### src/hdl/srb_pkg.sv
// ----------------------------------------------------------------------------
// srb_pkg
// shared types and constants of the stream reassembly bitmap
// ----------------------------------------------------------------------------
`default_nettype none

package srb_pkg;

    localparam int unsigned OFF_W = 62;
    localparam int unsigned LEN_W = 13;

    localparam logic [2:0] CMD_INSERT    = 3'd0;
    localparam logic [2:0] CMD_MARK_INV  = 3'd1;
    localparam logic [2:0] CMD_MARK_VAL  = 3'd2;
    localparam logic [2:0] CMD_CONSUME   = 3'd3;
    localparam logic [2:0] CMD_NEXT_VAL  = 3'd4;
    localparam logic [2:0] CMD_ANY_AFTER = 3'd5;

    localparam logic [LEN_W-1:0] ADV_MAX = 13'h1FFF;

    typedef struct packed {
        logic [2:0]       cmd;
        logic [OFF_W-1:0] stream_offset;
        logic [LEN_W-1:0] range_length;
    } t_req_word;

    typedef struct packed {
        logic [LEN_W-1:0] advance_count;
        logic [OFF_W-1:0] found_offset;
        logic             found_flag;
    } t_rsp_word;

    typedef enum logic [2:0] {
        S_IDLE,
        S_PREP,
        S_FILL_RD,
        S_FILL,
        S_SCAN_RD,
        S_SCAN,
        S_FIN
    } t_state;

    // word unit request and answer
    typedef struct packed {
        logic [31:0] data;
        logic [4:0]  bitpos;
        logic [5:0]  lim;     // bits still wanted, capped at 32
        logic        v;       // value written or scanned for
    } t_unit_in;

    typedef struct packed {
        logic [5:0]  k;       // bits of this word taken
        logic [31:0] wr_data;
        logic [5:0]  run;     // run of v from bitpos, at most k
    } t_unit_out;

endpackage

`default_nettype wire

### src/hdl/srb_word_unit.sv
// ----------------------------------------------------------------------------
// srb_word_unit
// shared per-word unit: range mask merge and run count over one bitmap word
// ----------------------------------------------------------------------------
`default_nettype none

module srb_word_unit (
    input  wire srb_pkg::t_unit_in  i_req,
    output      srb_pkg::t_unit_out o_ans
);
    import srb_pkg::*;

    logic [5:0]  avail;
    logic [5:0]  k;
    logic [31:0] lowm;
    logic [31:0] mask;
    logic [31:0] y;
    logic [5:0]  c;
    logic        hit;

    always_comb begin
        avail = 6'd32 - {1'b0, i_req.bitpos};
        k     = (i_req.lim < avail) ? i_req.lim : avail;
        lowm  = (k[5]) ? 32'hFFFF_FFFF : ((32'h1 << k[4:0]) - 32'h1);
        mask  = lowm << i_req.bitpos;
        y     = ((i_req.v ? i_req.data : ~i_req.data) >> i_req.bitpos) & lowm;
        // trailing ones of y
        c   = 6'd32;
        hit = 1'b0;
        for (int i = 0; i < 32; i++) begin
            if (!hit && !y[i]) begin
                c   = 6'(i);
                hit = 1'b1;
            end
        end
        o_ans.k       = k;
        o_ans.wr_data = i_req.v ? (i_req.data | mask) : (i_req.data & ~mask);
        o_ans.run     = c;
    end

endmodule

`default_nettype wire

### config.mk
export PLATFORM = sky130hd
export DESIGN_NAME = srb_word_unit
export DESIGN_NICKNAME = d
export VERILOG_FILES = /design/src/hdl/srb_pkg.sv /design/src/hdl/srb_word_unit.sv
export SDC_FILE = /design/constraint.sdc
export NUM_CORES = 1
export LEC_CHECK = 0
export BUFFER_PORTS_ARGS = -buffer_cell sky130_fd_sc_hd__buf_2
export CELL_PAD_IN_SITES_DETAIL_PLACEMENT = 1
export CELL_PAD_IN_SITES_GLOBAL_PLACEMENT = 2
export CORE_MARGIN = 2
export CORE_UTILIZATION = 35
export DETAILED_ROUTE_END_ITERATION = 7
export PLACE_DENSITY = 0.92
export SLEW_MARGIN = 20
export SYNTH_ARGS = -nofsm -noshare
export SYNTH_HDL_FRONTEND = slang
export SYNTH_SLANG_ARGS = --single-unit
### constraint.sdc
create_clock -name vclk -period 15.25
set_input_delay 3.8125 -clock vclk [all_inputs]
set_output_delay 3.8125 -clock vclk [all_outputs]
set_load 0.02 [all_outputs]
==> metrics.cfg <==
[placed_design]
final_weighted_congestion_in_routability_driven_placement = 1.017
dpl_cell_area_um2 = 7848
final_hpwl_dp_mm = 29.09
buffer_ports.inserted = 88

[timing]
setup-tns-final_ps = 0
hold_fails_final_rpt = 0
period_share_pct = 95.16
achievable-frequency_ghz = 0.06891
max_slew_margin_pct = 39.31
post-route-min-period_ps = 14510
report.final.setup_viol = 0
final-max-slew-violation-count = 0
unrepaired_setup_endpoints_after_global_routing = no
tightestPinTransition_ps = 885.1

[clocking]
post_cts_buffers = 0
post_cts.resized_instances = 0
hold_buffers = 0

[cells_and_area]
final_layout_size_suffix_gt1_share_pct = 20.66
fill_cells = 2644
flops_and_latches = 0
ff_latch_area_um2 = 0
nets = 1137
area_growth_pct = 7.560
clock_buffers = 0
area_occupied_by_multi_input_gates_um2 = 6787
design_area_um2 = 7850

[logic_synthesis]
seq_area_frac_synth_pct = 0
synth_fp_nets = 1117
yosysWarnings = 0
synth.largest_area_cell = sky130_fd_sc_hd__mux2i_1
synth.lib_cells_used.distinct = 97
syn_area_um2 = 7298
yosys.area.top_type_share_pct = 9.463
yosys.cell_count.top_type = sky130_fd_sc_hd__nand2_1
synth_area_leaders = sky130_fd_sc_hd__mux2i_1 9.5%, sky130_fd_sc_hd__mux4_2 7.4%, sky130_fd_sc_hd__xnor2_1 7.0%
synthesis.instances = 1066
postSynthAreaPerCell_um2 = 6.846
synth.top_cells.by_count = 115 x sky130_fd_sc_hd__nand2_1, 88 x sky130_fd_sc_hd__nor2_1, 79 x sky130_fd_sc_hd__o21ai_0

[drt]
routed-wl-met3_mm = 4.524
drc = 0
detail_route.wirelength_mm = 37.80
drt_first_pass_iters = 6
met2_length_mm = 15.93
top_layer_used = met4
antenna_left = 0
wl_met1_mm = 14.91
wl_per_instance_um = 27.90
drt_iter0_drc = 1177
detail_route.vias_per_cell = 7.052
detailroute.via_count = 9556

[worst_setup_path]
crit_cells = 24
critical_path.max_stage_delay_ps = 670
worst-path-buf-inv = 6
startpoint_type = primary input
critical_path.endpoint_type = output pin
crit_required_ps = 11440
kind_of_cell_with_the_highest_combined_delay_on_the_critical_path = compound AO/OA/AOI/OAI gates
crit_chain = buf_4 > inv_1 > ha_1 > buf_4 > nor3b_2 > xnor2_1 > inv_1 > ha_1 > nand4_1 > o21ai_2 > mux2_2 > nand2_1 > ha_1 > inv_1 > o21ai_0 > a221oi_1 > or3_1 > a21oi_1 > mux2i_1 > a211oi_1 > nor2_1 > nor4_1 > mux2_2 > buf_2
critPathSlowestCell = sky130_fd_sc_hd__ha_1
crit_type = primary input to output pin
critPathArrivalTime_ps = 10700
crit_path_max_fanout = 41

[die]
rows = 52
effective_utilization_at_floorplan_pct = 35.84
die_area_um2 = 22020
io-pin-count = 88
dieHeight_um = 148.4
fp.coreArea_um2 = 20360
fp.dieW_um = 148.4

[power_and_ir_drop]
p_leak_nw = 2.831
vdd_drop_max_uv = 23.38
power_density_nw_per_um2 = 54.25

[grt]
number_of_global_route_vias_before_repair = 9329
residual_overflow_from_global_routing = 0
grt_antenna_before_repair = 1
grt_first_pass_wirelength_mm = 57.24
groute.usage.overall_pct = 33.36
grt_start_max_net_pins = 60

[hold_path]
worstHoldPathCells = 3
min_path_type = primary input to output pin

[run_status]
run_status = finished clean

[flow_run]
maxCapViolCount = 0

[worst paths after layout]
kind      start         to  slack, ps
max    i_req[8]  o_ans[31]        740
min   i_req[32]  o_ans[26]       8010
[cell families after synthesis]
family                   Yosys count  synth area share, %
AO/OA/AOI/OAI                    387                37.01
AND/OR/NAND/NOR                  361                23.97
multiplexers                     134                23.38
buffers and inverters            116                7.012
XOR/XNOR                          61                7.423
adder cells (fa/ha/maj)            7                1.200
[cell usage in the layout (no fill, tap or decap), types with 5 or more instances in the layout]
cell	count
sky130_fd_sc_hd__a2111oi_0	5
sky130_fd_sc_hd__a211o_1	6
sky130_fd_sc_hd__a211oi_1	21
sky130_fd_sc_hd__a21o_1	7
sky130_fd_sc_hd__a21oi_1	62
sky130_fd_sc_hd__a221oi_1	13
sky130_fd_sc_hd__a22oi_1	11
sky130_fd_sc_hd__a31oi_1	22
sky130_fd_sc_hd__and2_1	7
sky130_fd_sc_hd__and3_1	9
sky130_fd_sc_hd__buf_2	86
sky130_fd_sc_hd__buf_4	30
sky130_fd_sc_hd__ha_1	7
sky130_fd_sc_hd__inv_1	12
sky130_fd_sc_hd__mux2_2	38
sky130_fd_sc_hd__mux2i_1	69
sky130_fd_sc_hd__mux4_2	24
sky130_fd_sc_hd__nand2_1	115
sky130_fd_sc_hd__nand2b_1	12
sky130_fd_sc_hd__nand3_1	29
sky130_fd_sc_hd__nor2_1	88
sky130_fd_sc_hd__nor2b_1	7
sky130_fd_sc_hd__nor3_1	30
sky130_fd_sc_hd__nor4_1	6
sky130_fd_sc_hd__o211ai_1	23
sky130_fd_sc_hd__o21a_1	10
sky130_fd_sc_hd__o21ai_0	79
sky130_fd_sc_hd__o221ai_1	7
sky130_fd_sc_hd__o22ai_1	24
sky130_fd_sc_hd__o31ai_1	20
sky130_fd_sc_hd__or2_2	13
sky130_fd_sc_hd__or3_1	13
sky130_fd_sc_hd__xnor2_1	58
[tightest hold or removal path, stage by stage]
cell	delay, ps
sky130_fd_sc_hd__buf_2	100
sky130_fd_sc_hd__mux2_2	140
sky130_fd_sc_hd__buf_2	150
[cell type report]
cell class                 instances  area share (%)
timing repair buffer             116           8.352
multi-input combinational        950           86.45
antenna                            1         0.03188
inverter                          18          0.8607
tap                              270           4.303
[per-stage QoR]
stage          cells  total power (W)  hold slack (ps)  util [%]  setup WS (ps)
5_1_grt         1355        0.0004448             8033     38.55          431.3
3_3_place_gp    1354        0.0004019             8006     38.54           1179
3_5_place_dp    1354        0.0004075             8011     38.54          974.6
6_report        1355        0.0004259             8014     38.55          738.6
4_1_cts         1354        0.0004093             8011     38.54          932.7
2_1_floorplan   1066        0.0002790             7814         -          743.2
[power breakdown]
group                 total [W]       internal, W  switching (W)
clock          0.00000000000881  0.00000000000880              0
sequential                    0                 0              0
combinational          0.000426          0.000144       0.000282
total                  0.000426          0.000144       0.000282
[layer usage]
| layer | global-route usage (%) | vias to the layer above |
|---|---|---|
| met5 | 0 | - |
| met4 | 16.57 | 0 |
| met3 | 7.761 | 162 |
| met2 | 51.90 | 723 |
| met1 | 43.30 | 4520 |
| li1 | - | 4151 |
Power figures use the tool's default switching activity.
